<file path="src/design/priority_voice_allocator_macros.svh">
// ----------------------------------------------------------------------------
// priority_voice_allocator_macros.svh
// Assertion macros for the voice allocator; empty bodies under synthesis.
// ----------------------------------------------------------------------------
`ifndef PRIORITY_VOICE_ALLOCATOR_MACROS_SVH
`define PRIORITY_VOICE_ALLOCATOR_MACROS_SVH

`ifndef SYNTHESIS

// same-cycle implication
`define PVA_ASSERT_IMPL(label, clk, rst_n, ante, cons) \
  label: assert property (@(posedge clk) disable iff (!rst_n) (ante) |-> (cons)) \
    else $error("pva assertion failed");

// next-cycle implication
`define PVA_ASSERT_NEXT(label, clk, rst_n, ante, cons) \
  label: assert property (@(posedge clk) disable iff (!rst_n) (ante) |=> (cons)) \
    else $error("pva assertion failed");

`else

`define PVA_ASSERT_IMPL(label, clk, rst_n, ante, cons)
`define PVA_ASSERT_NEXT(label, clk, rst_n, ante, cons)

`endif

`endif

</file>
<file path="src/design/pva_pkg.sv">
// ----------------------------------------------------------------------------
// pva_pkg
// Shared types and constants of the priority voice allocator.
// ----------------------------------------------------------------------------
`default_nettype none

package pva_pkg;

  localparam int CMD_W  = 2;
  localparam int PRIO_W = 8;
  localparam int WORD_W = 32;
  localparam int TGT_W  = 5;
  localparam int CH_W   = 5;

  localparam logic [CMD_W-1:0] CMD_ALLOC   = 2'd0;
  localparam logic [CMD_W-1:0] CMD_ACTIVE  = 2'd1;
  localparam logic [CMD_W-1:0] CMD_RELEASE = 2'd2;

  localparam logic [PRIO_W-1:0] PROTECTED_PRIO = 8'h7F;

  typedef enum logic [1:0] {
    ST_FREE   = 2'd0,
    ST_ACTIVE = 2'd1,
    ST_STOLEN = 2'd2
  } status_t;

  typedef enum logic [2:0] {
    S_IDLE,
    S_SCAN,
    S_DRAIN,
    S_DECIDE,
    S_RESP
  } state_t;

  // per-slot record held in RAM
  typedef struct packed {
    logic [PRIO_W-1:0] prio;
    logic [WORD_W-1:0] age;
    logic [WORD_W-1:0] tag;
    logic [WORD_W-1:0] handler;
  } slot_rec_t;

  typedef struct packed {
    logic              granted;
    logic [CH_W-1:0]   channel;
    logic              evict_notify;
    logic [WORD_W-1:0] evicted_tag;
    logic [WORD_W-1:0] evicted_handler;
  } result_t;

endpackage

`default_nettype wire

</file>
<file path="src/design/pva_in_if.sv">
// ----------------------------------------------------------------------------
// pva_in_if
// Request channel: command item with valid/ready handshake.
// ----------------------------------------------------------------------------
`default_nettype none

interface pva_in_if;
  logic                        valid;
  logic                        ready;
  logic [pva_pkg::CMD_W-1:0]   cmd;
  logic [pva_pkg::PRIO_W-1:0]  priority_req;
  logic [pva_pkg::WORD_W-1:0]  owner_tag;
  logic [pva_pkg::WORD_W-1:0]  handler_id;
  logic [pva_pkg::WORD_W-1:0]  seq_stamp;
  logic [pva_pkg::TGT_W-1:0]   target_slot;

  modport source (
    output valid, cmd, priority_req, owner_tag, handler_id, seq_stamp, target_slot,
    input  ready
  );
  modport sink (
    input  valid, cmd, priority_req, owner_tag, handler_id, seq_stamp, target_slot,
    output ready
  );
endinterface

`default_nettype wire

</file>
<file path="src/design/pva_out_if.sv">
// ----------------------------------------------------------------------------
// pva_out_if
// Result channel: grant / eviction item with valid/ready handshake.
// ----------------------------------------------------------------------------
`default_nettype none

interface pva_out_if;
  logic                        valid;
  logic                        ready;
  logic                        granted;
  logic [pva_pkg::CH_W-1:0]    channel;
  logic                        evict_notify;
  logic [pva_pkg::WORD_W-1:0]  evicted_tag;
  logic [pva_pkg::WORD_W-1:0]  evicted_handler;

  modport source (
    output valid, granted, channel, evict_notify, evicted_tag, evicted_handler,
    input  ready
  );
  modport sink (
    input  valid, granted, channel, evict_notify, evicted_tag, evicted_handler,
    output ready
  );
endinterface

`default_nettype wire

</file>
<file path="src/design/pva_ram.sv">
// ----------------------------------------------------------------------------
// pva_ram
// Generic single-write, single-read RAM with registered read data.
// ----------------------------------------------------------------------------
`default_nettype none

module pva_ram #(
  parameter int WIDTH = 8,
  parameter int DEPTH = 16
) (
  input  wire logic                     clk,
  input  wire logic                     we,
  input  wire logic [$clog2(DEPTH)-1:0] waddr,
  input  wire logic [WIDTH-1:0]         wdata,
  input  wire logic [$clog2(DEPTH)-1:0] raddr,
  output      logic [WIDTH-1:0]         rdata
);

  logic [WIDTH-1:0] mem [DEPTH];

  always_ff @(posedge clk) begin
    if (we) begin
      mem[waddr] <= wdata;
    end
    rdata <= mem[raddr];
  end

endmodule

`default_nettype wire

</file>
<file path="src/design/priority_voice_allocator.sv">
// ----------------------------------------------------------------------------
// priority_voice_allocator
// Grants one of NUM_SLOTS sound channels; steals the lowest-priority, oldest
// slot when none is free. Allocate takes the lowest free slot; if none, the
// victim is the lowest priority, then smallest age stamp, then lowest index,
// and is refused if the request's priority is lower or the victim is
// protected (127). Slot records live in a RAM that is read one slot per
// cycle by a single compare unit; slot status lives in flip-flops cleared by
// reset. Mark-active and release skip the scan; an allocate scans from
// slot 0 and stops at the first free slot, while a steal or refusal is
// decided after a full scan of all slots, then a drain and a decide step.
// One item at a time; a finished result waits in the output register
// while the next item is accepted.
// ----------------------------------------------------------------------------
`default_nettype none

`include "priority_voice_allocator_macros.svh"

module priority_voice_allocator #(
  parameter int NUM_SLOTS = 24
) (
  input  wire logic  clk,
  input  wire logic  rst_n,
  pva_in_if.sink     in_ch,
  pva_out_if.source  out_ch
);

  localparam int IDX_W = $clog2(NUM_SLOTS);
  localparam logic [IDX_W-1:0] LAST_IDX = IDX_W'(NUM_SLOTS - 1);
  localparam int REC_W = $bits(pva_pkg::slot_rec_t);

  pva_pkg::state_t state_r, state_nxt;
  pva_pkg::status_t status_r [NUM_SLOTS];
  pva_pkg::status_t status_nxt [NUM_SLOTS];

  // latched request
  logic [pva_pkg::PRIO_W-1:0] prio_r, prio_nxt;
  logic [pva_pkg::WORD_W-1:0] stamp_r, stamp_nxt;
  logic [pva_pkg::WORD_W-1:0] tag_r, tag_nxt;
  logic [pva_pkg::WORD_W-1:0] hnd_r, hnd_nxt;

  // scan sequencer
  logic [IDX_W-1:0] idx_r, idx_nxt;
  logic [IDX_W-1:0] rd_idx_r, rd_idx_nxt;
  logic             rd_vld_r, rd_vld_nxt;

  // running victim
  logic [pva_pkg::PRIO_W-1:0] best_prio_r, best_prio_nxt;
  logic [pva_pkg::WORD_W-1:0] best_age_r, best_age_nxt;
  logic [pva_pkg::WORD_W-1:0] best_tag_r, best_tag_nxt;
  logic [pva_pkg::WORD_W-1:0] best_hnd_r, best_hnd_nxt;
  logic [IDX_W-1:0]           best_idx_r, best_idx_nxt;

  pva_pkg::result_t res_r, res_nxt;
  pva_pkg::result_t out_r, out_nxt;
  logic             out_valid_r, out_valid_nxt;

  // RAM port
  logic                ram_we;
  logic [IDX_W-1:0]    ram_waddr;
  pva_pkg::slot_rec_t  ram_wrec;
  pva_pkg::slot_rec_t  ram_rrec;
  logic [REC_W-1:0]    ram_rdata;

  logic in_fire;
  logic out_load;
  logic free_hit;
  logic tgt_ok;
  logic take_new;
  logic refuse;

  assign in_ch.ready = (state_r == pva_pkg::S_IDLE);
  assign in_fire     = in_ch.valid && in_ch.ready;
  assign out_load    = (state_r == pva_pkg::S_RESP) && (!out_valid_r || out_ch.ready);
  assign free_hit    = (status_r[idx_r] == pva_pkg::ST_FREE);
  assign tgt_ok      = (32'(in_ch.target_slot) < 32'(NUM_SLOTS));
  assign ram_rrec    = pva_pkg::slot_rec_t'(ram_rdata);

  assign take_new = (rd_idx_r == '0) || (ram_rrec.prio < best_prio_r) ||
                    ((ram_rrec.prio == best_prio_r) && (ram_rrec.age < best_age_r));
  assign refuse   = (prio_r < best_prio_r) || (best_prio_r == pva_pkg::PROTECTED_PRIO);

  assign ram_wrec.prio    = prio_r;
  assign ram_wrec.age     = stamp_r;
  assign ram_wrec.tag     = tag_r;
  assign ram_wrec.handler = hnd_r;

  pva_ram #(
    .WIDTH (REC_W),
    .DEPTH (NUM_SLOTS)
  ) u_rec_ram (
    .clk   (clk),
    .we    (ram_we),
    .waddr (ram_waddr),
    .wdata (ram_wrec),
    .raddr (idx_r),
    .rdata (ram_rdata)
  );

  // next state
  always_comb begin
    state_nxt = state_r;
    case (state_r)
      pva_pkg::S_IDLE: begin
        if (in_fire) begin
          state_nxt = (in_ch.cmd == pva_pkg::CMD_ALLOC) ? pva_pkg::S_SCAN : pva_pkg::S_RESP;
        end
      end
      pva_pkg::S_SCAN: begin
        if (free_hit) begin
          state_nxt = pva_pkg::S_RESP;
        end else if (idx_r == LAST_IDX) begin
          state_nxt = pva_pkg::S_DRAIN;
        end
      end
      pva_pkg::S_DRAIN:  state_nxt = pva_pkg::S_DECIDE;
      pva_pkg::S_DECIDE: state_nxt = pva_pkg::S_RESP;
      pva_pkg::S_RESP: begin
        if (out_load) begin
          state_nxt = pva_pkg::S_IDLE;
        end
      end
      default: state_nxt = pva_pkg::S_IDLE;
    endcase
  end

  // datapath and outputs
  always_comb begin
    status_nxt    = status_r;
    prio_nxt      = prio_r;
    stamp_nxt     = stamp_r;
    tag_nxt       = tag_r;
    hnd_nxt       = hnd_r;
    idx_nxt       = idx_r;
    rd_idx_nxt    = idx_r;
    rd_vld_nxt    = 1'b0;
    best_prio_nxt = best_prio_r;
    best_age_nxt  = best_age_r;
    best_tag_nxt  = best_tag_r;
    best_hnd_nxt  = best_hnd_r;
    best_idx_nxt  = best_idx_r;
    res_nxt       = res_r;
    ram_we        = 1'b0;
    ram_waddr     = idx_r;

    // victim compare on data read the previous cycle
    if (rd_vld_r && take_new) begin
      best_prio_nxt = ram_rrec.prio;
      best_age_nxt  = ram_rrec.age;
      best_tag_nxt  = ram_rrec.tag;
      best_hnd_nxt  = ram_rrec.handler;
      best_idx_nxt  = rd_idx_r;
    end

    case (state_r)
      pva_pkg::S_IDLE: begin
        if (in_fire) begin
          prio_nxt  = in_ch.priority_req;
          stamp_nxt = in_ch.seq_stamp;
          tag_nxt   = in_ch.owner_tag;
          hnd_nxt   = in_ch.handler_id;
          idx_nxt   = '0;
          res_nxt   = '0;
          if (((in_ch.cmd == pva_pkg::CMD_ACTIVE) || (in_ch.cmd == pva_pkg::CMD_RELEASE)) &&
              tgt_ok) begin
            status_nxt[IDX_W'(in_ch.target_slot)] =
              (in_ch.cmd == pva_pkg::CMD_ACTIVE) ? pva_pkg::ST_ACTIVE : pva_pkg::ST_FREE;
            res_nxt.granted = 1'b1;
            res_nxt.channel = in_ch.target_slot;
          end
        end
      end
      pva_pkg::S_SCAN: begin
        if (free_hit) begin
          // free slot keeps status free; only the record is written
          ram_we          = 1'b1;
          ram_waddr       = idx_r;
          res_nxt.granted = 1'b1;
          res_nxt.channel = pva_pkg::CH_W'(idx_r);
        end else begin
          rd_vld_nxt = 1'b1;
          if (idx_r != LAST_IDX) begin
            idx_nxt = idx_r + 1'b1;
          end
        end
      end
      pva_pkg::S_DECIDE: begin
        if (!refuse) begin
          ram_we                  = 1'b1;
          ram_waddr               = best_idx_r;
          status_nxt[best_idx_r]  = pva_pkg::ST_STOLEN;
          res_nxt.granted         = 1'b1;
          res_nxt.channel         = pva_pkg::CH_W'(best_idx_r);
          res_nxt.evict_notify    = (best_hnd_r != '0);
          res_nxt.evicted_tag     = best_tag_r;
          res_nxt.evicted_handler = best_hnd_r;
        end
      end
      default: ;
    endcase
  end

  // output register
  always_comb begin
    out_nxt       = out_r;
    out_valid_nxt = out_valid_r && !out_ch.ready;
    if (out_load) begin
      out_nxt       = res_r;
      out_valid_nxt = 1'b1;
    end
  end

  always_ff @(posedge clk) begin
    if (!rst_n) begin
      state_r     <= pva_pkg::S_IDLE;
      out_valid_r <= 1'b0;
      rd_vld_r    <= 1'b0;
      idx_r       <= '0;
      for (int i = 0; i < NUM_SLOTS; i++) begin
        status_r[i] <= pva_pkg::ST_FREE;
      end
    end else begin
      state_r     <= state_nxt;
      out_valid_r <= out_valid_nxt;
      rd_vld_r    <= rd_vld_nxt;
      idx_r       <= idx_nxt;
      status_r    <= status_nxt;
    end
  end

  always_ff @(posedge clk) begin
    prio_r      <= prio_nxt;
    stamp_r     <= stamp_nxt;
    tag_r       <= tag_nxt;
    hnd_r       <= hnd_nxt;
    rd_idx_r    <= rd_idx_nxt;
    best_prio_r <= best_prio_nxt;
    best_age_r  <= best_age_nxt;
    best_tag_r  <= best_tag_nxt;
    best_hnd_r  <= best_hnd_nxt;
    best_idx_r  <= best_idx_nxt;
    res_r       <= res_nxt;
    out_r       <= out_nxt;
  end

  assign out_ch.valid           = out_valid_r;
  assign out_ch.granted         = out_r.granted;
  assign out_ch.channel         = out_r.channel;
  assign out_ch.evict_notify    = out_r.evict_notify;
  assign out_ch.evicted_tag     = out_r.evicted_tag;
  assign out_ch.evicted_handler = out_r.evicted_handler;

  `PVA_ASSERT_IMPL(a_notify_has_handler, clk, rst_n, out_valid_r && out_r.evict_notify, out_r.evicted_handler != '0)
  `PVA_ASSERT_IMPL(a_refused_clean, clk, rst_n, out_valid_r && !out_r.granted, (out_r.channel == '0) && !out_r.evict_notify)
  `PVA_ASSERT_IMPL(a_scan_in_range, clk, rst_n, state_r == pva_pkg::S_SCAN, idx_r <= LAST_IDX)
  `PVA_ASSERT_NEXT(a_decide_to_resp, clk, rst_n, state_r == pva_pkg::S_DECIDE, state_r == pva_pkg::S_RESP)

endmodule

`default_nettype wire

</file>
<file path="src/flat_wrapper.sv">
// flat-port wrapper written by rule: the top's interface ports become plain ports
module priority_voice_allocator_flat 
#(
  parameter int NUM_SLOTS = 24
)
  (clk, rst_n, in_ch_valid, in_ch_cmd, in_ch_priority_req, in_ch_owner_tag, in_ch_handler_id, in_ch_seq_stamp, in_ch_target_slot, in_ch_ready, out_ch_valid, out_ch_granted, out_ch_channel, out_ch_evict_notify, out_ch_evicted_tag, out_ch_evicted_handler, out_ch_ready);
  pva_in_if in_ch_i ();
  pva_out_if out_ch_i ();
  input  wire logic clk;
  input  wire logic rst_n;
  input wire logic [$bits(in_ch_i.valid)-1:0] in_ch_valid;
  input wire logic [$bits(in_ch_i.cmd)-1:0] in_ch_cmd;
  input wire logic [$bits(in_ch_i.priority_req)-1:0] in_ch_priority_req;
  input wire logic [$bits(in_ch_i.owner_tag)-1:0] in_ch_owner_tag;
  input wire logic [$bits(in_ch_i.handler_id)-1:0] in_ch_handler_id;
  input wire logic [$bits(in_ch_i.seq_stamp)-1:0] in_ch_seq_stamp;
  input wire logic [$bits(in_ch_i.target_slot)-1:0] in_ch_target_slot;
  output wire logic [$bits(in_ch_i.ready)-1:0] in_ch_ready;
  output wire logic [$bits(out_ch_i.valid)-1:0] out_ch_valid;
  output wire logic [$bits(out_ch_i.granted)-1:0] out_ch_granted;
  output wire logic [$bits(out_ch_i.channel)-1:0] out_ch_channel;
  output wire logic [$bits(out_ch_i.evict_notify)-1:0] out_ch_evict_notify;
  output wire logic [$bits(out_ch_i.evicted_tag)-1:0] out_ch_evicted_tag;
  output wire logic [$bits(out_ch_i.evicted_handler)-1:0] out_ch_evicted_handler;
  input wire logic [$bits(out_ch_i.ready)-1:0] out_ch_ready;
  assign in_ch_i.valid = in_ch_valid;
  assign in_ch_i.cmd = in_ch_cmd;
  assign in_ch_i.priority_req = in_ch_priority_req;
  assign in_ch_i.owner_tag = in_ch_owner_tag;
  assign in_ch_i.handler_id = in_ch_handler_id;
  assign in_ch_i.seq_stamp = in_ch_seq_stamp;
  assign in_ch_i.target_slot = in_ch_target_slot;
  assign in_ch_ready = in_ch_i.ready;
  assign out_ch_valid = out_ch_i.valid;
  assign out_ch_granted = out_ch_i.granted;
  assign out_ch_channel = out_ch_i.channel;
  assign out_ch_evict_notify = out_ch_i.evict_notify;
  assign out_ch_evicted_tag = out_ch_i.evicted_tag;
  assign out_ch_evicted_handler = out_ch_i.evicted_handler;
  assign out_ch_i.ready = out_ch_ready;
  priority_voice_allocator #(.NUM_SLOTS(NUM_SLOTS)) u_core (.clk(clk), .rst_n(rst_n), .in_ch(in_ch_i), .out_ch(out_ch_i));
endmodule
</file>
<file path="config.mk">
export PLATFORM = sky130hd
export DESIGN_NAME = priority_voice_allocator_flat
export DESIGN_NICKNAME = d
export VERILOG_FILES = /design/src/design/pva_pkg.sv /design/src/design/pva_in_if.sv /design/src/design/pva_out_if.sv /design/src/design/pva_ram.sv /design/src/design/priority_voice_allocator.sv /design/src/flat_wrapper.sv
export VERILOG_INCLUDE_DIRS = /design/src /design/src/design
export SDC_FILE = /design/constraint.sdc
export NUM_CORES = 2
export LEC_CHECK = 0
export BUFFER_PORTS_ARGS = -buffer_cell sky130_fd_sc_hd__buf_2
export CELL_PAD_IN_SITES_DETAIL_PLACEMENT = 1
export CELL_PAD_IN_SITES_GLOBAL_PLACEMENT = 1
export CORE_AREA = 4 4 573 575
export CTS_CLUSTER_SIZE = 12
export DETAILED_ROUTE_END_ITERATION = 8
export DIE_AREA = 0 0 577 579
export PLACE_DENSITY_LB_ADDON = 0.1
export SKIP_CTS_REPAIR_TIMING = 1
export SLEW_MARGIN = 10
export SYNTH_ARGS = -nofsm -noshare
export SYNTH_HDL_FRONTEND = slang
export SYNTH_SLANG_ARGS = --single-unit
</file>
<file path="constraint.sdc">
create_clock -name clk -period 10.9 [get_ports clk]
set_input_delay 2.18 -clock clk [delete_from_list [all_inputs] [get_ports clk]]
set_output_delay 2.18 -clock clk [all_outputs]
set_load 0.02 [all_outputs]
</file>
==> results.cfg <==
[grt]
grt_use_total = 0.185
grt_pass1_wl_mm = 442
antenna_found_initial = 19
grt_max_degree = 119
grt-ovfl-total = 0
grt_pass1_vias = 57140

[finish]
most-common-layout-cells = edfxtp_1, mux4_2, clkbuf_16
layout_commonest_cell = edfxtp_1
nFillCells = 30275
area_growth_pct = 15.4
drive_gt1_frac = 0.271
nets = 5641

[timing]
fmax_mhz = 171
tns_ns = 0
rsz0062_at_grt = false
period_needed_ns = 5.84
slew_headroom = 0.160
worst_pin_slew_ns = 1.26
finalHoldViolations = 0
drv_slew = 0
period_share = 0.536
finalSetupViolations = 0
hold_ws_ns = 0.396
finClkSkew_ns = 0.0382

[setup_path]
r2r-start = u_core.idx_r[1]
worst_setup_path_start_kind = register
crit_path_end_kind = register
worst_path_largest_cell_delay_ns = 0.93
path_class = register to register
cp_max_fo = 53
crit_path_top_delay_cell = dfxtp_4
crit_arrival_ns = 6.35
crit_start = u_core.idx_r[1]
crit_chain = buf_4, nor3b_1, o2111ai_1, and4_1, nand3_1, nand2_1, o22ai_4, buf_4, buf_4
crit_top_cell = buf_4
required_ns = 11.41

[detailed_routing]
drt_wl_total_mm = 312
final_antenna_net_count = 0
viasPerCell = 5.26
wl_per_cell_um = 31.0
via_count = 53054
drt_iter0_markers = 4606
drc = 0
first_pass_iters = 5

[logic_synthesis]
avgSynthCellArea_sq_um = 22.1
yosysWarnings = 0
async_reset_ff_frac = 0
synth_area_sq_um = 113000
syn_inst = 5087
syn-num-nets = 5251
ys.flop_type = edfxtp_1
yosysSeqAreaShare = 0.790
synth-seq-cells = 3018
synth-edff-count = 2851
synth.distinct_cells = 67

[clock_tree]
clk_pin_slew_worst_paths_ns = 0.07
clock_sinks = 3018
cts-root-buf = clkbuf_16
cts-buffers-inserted = 339
htreeDepth = 5
tritoncts = done
insertion_delay_ns = 0.90
clockBufferDepth = 4

[floorplanning]
die_area_sq_um = 334000
die_y_um = 579
die_w_um = 577
rows = 209
start_util = 0.349
io-pin-count = 188
coreArea_sq_um = 323000

[placed_design]
dpl.hpwl_mm = 159
place_congestion = 0.761
io_buffers = 187

[worst_hold_path]
min_from = u_core.u_rec_ram.rdata[63]
min_path_type = register to register

[run]
cap_violations = 0

[power]
vdd_drop_max_uv = 119
powerDensity_nw_per_um2 = 188
p_leak_nw = 39.9

[status]
status = finished clean
==> cell type report <==
cell class,instances,area [sq um],area share
repair buffers,311,2070,0.0159
multi-input cells,1756,22500,0.173
flip-flops and latches,3018,89000,0.684
clock buffers,462,9350,0.0719
inverters,51,206,0.00159
diodes,2,5.00,0.0000385
well taps,4325,5410,0.0416
clock inverters,159,1470,0.0113
==> cells in the mapped netlist, drive strengths merged (3+ instances only) <==
cell / instances / share of area
a211oi: 6 / 0.00040
a21boi: 4 / 0.00027
a21o: 4 / 0.00027
a21oi: 53 / 0.0024
a31oi: 122 / 0.0068
a41oi: 3 / 0.00023
and2: 73 / 0.0041
and3: 5 / 0.00028
and3b: 3 / 0.00023
buf: 132 / 0.0071
clkbuf: 130 / 0.0043
dfxtp: 167 / 0.030
edfxtp: 2851 / 0.76
ha: 49 / 0.0054
inv: 50 / 0.0017
mux2i: 8 / 0.00071
mux4: 731 / 0.15
nand2: 261 / 0.0087
nand2b: 13 / 0.00079
nand3: 21 / 0.00093
nand4: 17 / 0.00094
nor2: 175 / 0.0059
nor2b: 11 / 0.00061
nor3: 33 / 0.0015
nor3b: 11 / 0.00073
nor4: 10 / 0.00056
o2111ai: 3 / 0.00023
o211ai: 13 / 0.00087
o21a: 7 / 0.00047
o21ai: 41 / 0.0018
o221a: 22 / 0.0022
o221ai: 3 / 0.00023
o22ai: 19 / 0.0011
or2: 5 / 0.00028
or3: 3 / 0.00017
==> state kept, by name, summed over array words and instances (netlist names), 5 cells and up <==
name and cells:
u_core.u_rec_ram.rdata 104, u_core.best_age_r 32, u_core.best_hnd_r 32, u_core.status_r 48, u_core.best_prio_r 8, u_core.rd_idx_r 5
u_core.tag_r 32, u_core.best_tag_r 32, u_core.u_rec_ram.mem 2496, u_core.prio_r 8, u_core.idx_r 5, u_core.out_ch.evicted_tag 32
u_core.best_idx_r 5, u_core.out_ch.channel 5, u_core.stamp_r 32, u_core.hnd_r 32, u_core.res_r 71, u_core.out_ch.evicted_handler 32
==> final timing paths <==
check	to	depth (start not counted)	slack [ns]
worst max-delay path	u_core.u_rec_ram.mem[0][12]	9	5.06
worst min-delay path	u_core.best_tag_r[31]	0	0.40
worst max register to register	u_core.u_rec_ram.mem[0][12]	9	5.06
worst min register to register	u_core.best_tag_r[31]	0	0.40
==> through the flow <==
| stage | power [W] | setup WS [ns] | utilization | cells | instance area, sq um |
|---|---|---|---|---|---|
| after CTS | 0.0248 | 5.00 | 0.402 | 10082 | 130000 |
| after global routing | 0.0253 | 4.83 | 0.402 | 10083 | 130000 |
| after floorplan | 0.0133 | 3.30 | - | 5087 | 113000 |
| final | 0.0244 | 5.06 | 0.402 | 10084 | 130000 |
| after detailed placement | 0.0135 | 5.04 | 0.369 | 9461 | 119000 |
| after global placement | 0.0135 | 5.07 | 0.369 | 9461 | 119000 |
==> power by group <==
group / total [W] / internal, W / switching (W)
logic: 0.000239 / 0.0000631 / 0.000176
registers: 0.0130 / 0.0128 / 0.000201
clock network: 0.0111 / 0.00653 / 0.00461
==> logic make-up (layout without fill, tap and decap cells) <==
group / count (synthesis) / in the layout / synth area share
and+or+nand+nor: 648 / 648 / 0.0262
AOI/OAI and AO/OA: 320 / 320 / 0.0188
other: 0 / 2 / 0
adders and majority gates: 49 / 49 / 0.00544
buffers and inverters: 313 / 983 / 0.0132
DFF: 3018 / 3018 / 0.790
muxes: 739 / 739 / 0.147
==> worst max-delay path: cells and delay by family (launching register included) <==
kind	cells	cell delay (ns)
compound gates	2	0.91
simple gates	4	1.25
flops	1	0.93
buf+inv	3	2.16
==> per-layer routing <==
metal | part of all wire | global-route usage | vias to the layer above
met1 | 0.46 | 0.270 | 29415
met5 | 0 | 0 | -
li1 | - | - | 22013
met4 | 0.023 | 0.0433 | 0
met3 | 0.040 | 0.0252 | 399
met2 | 0.47 | 0.296 | 1227
Power figures use the tool's default switching activity.
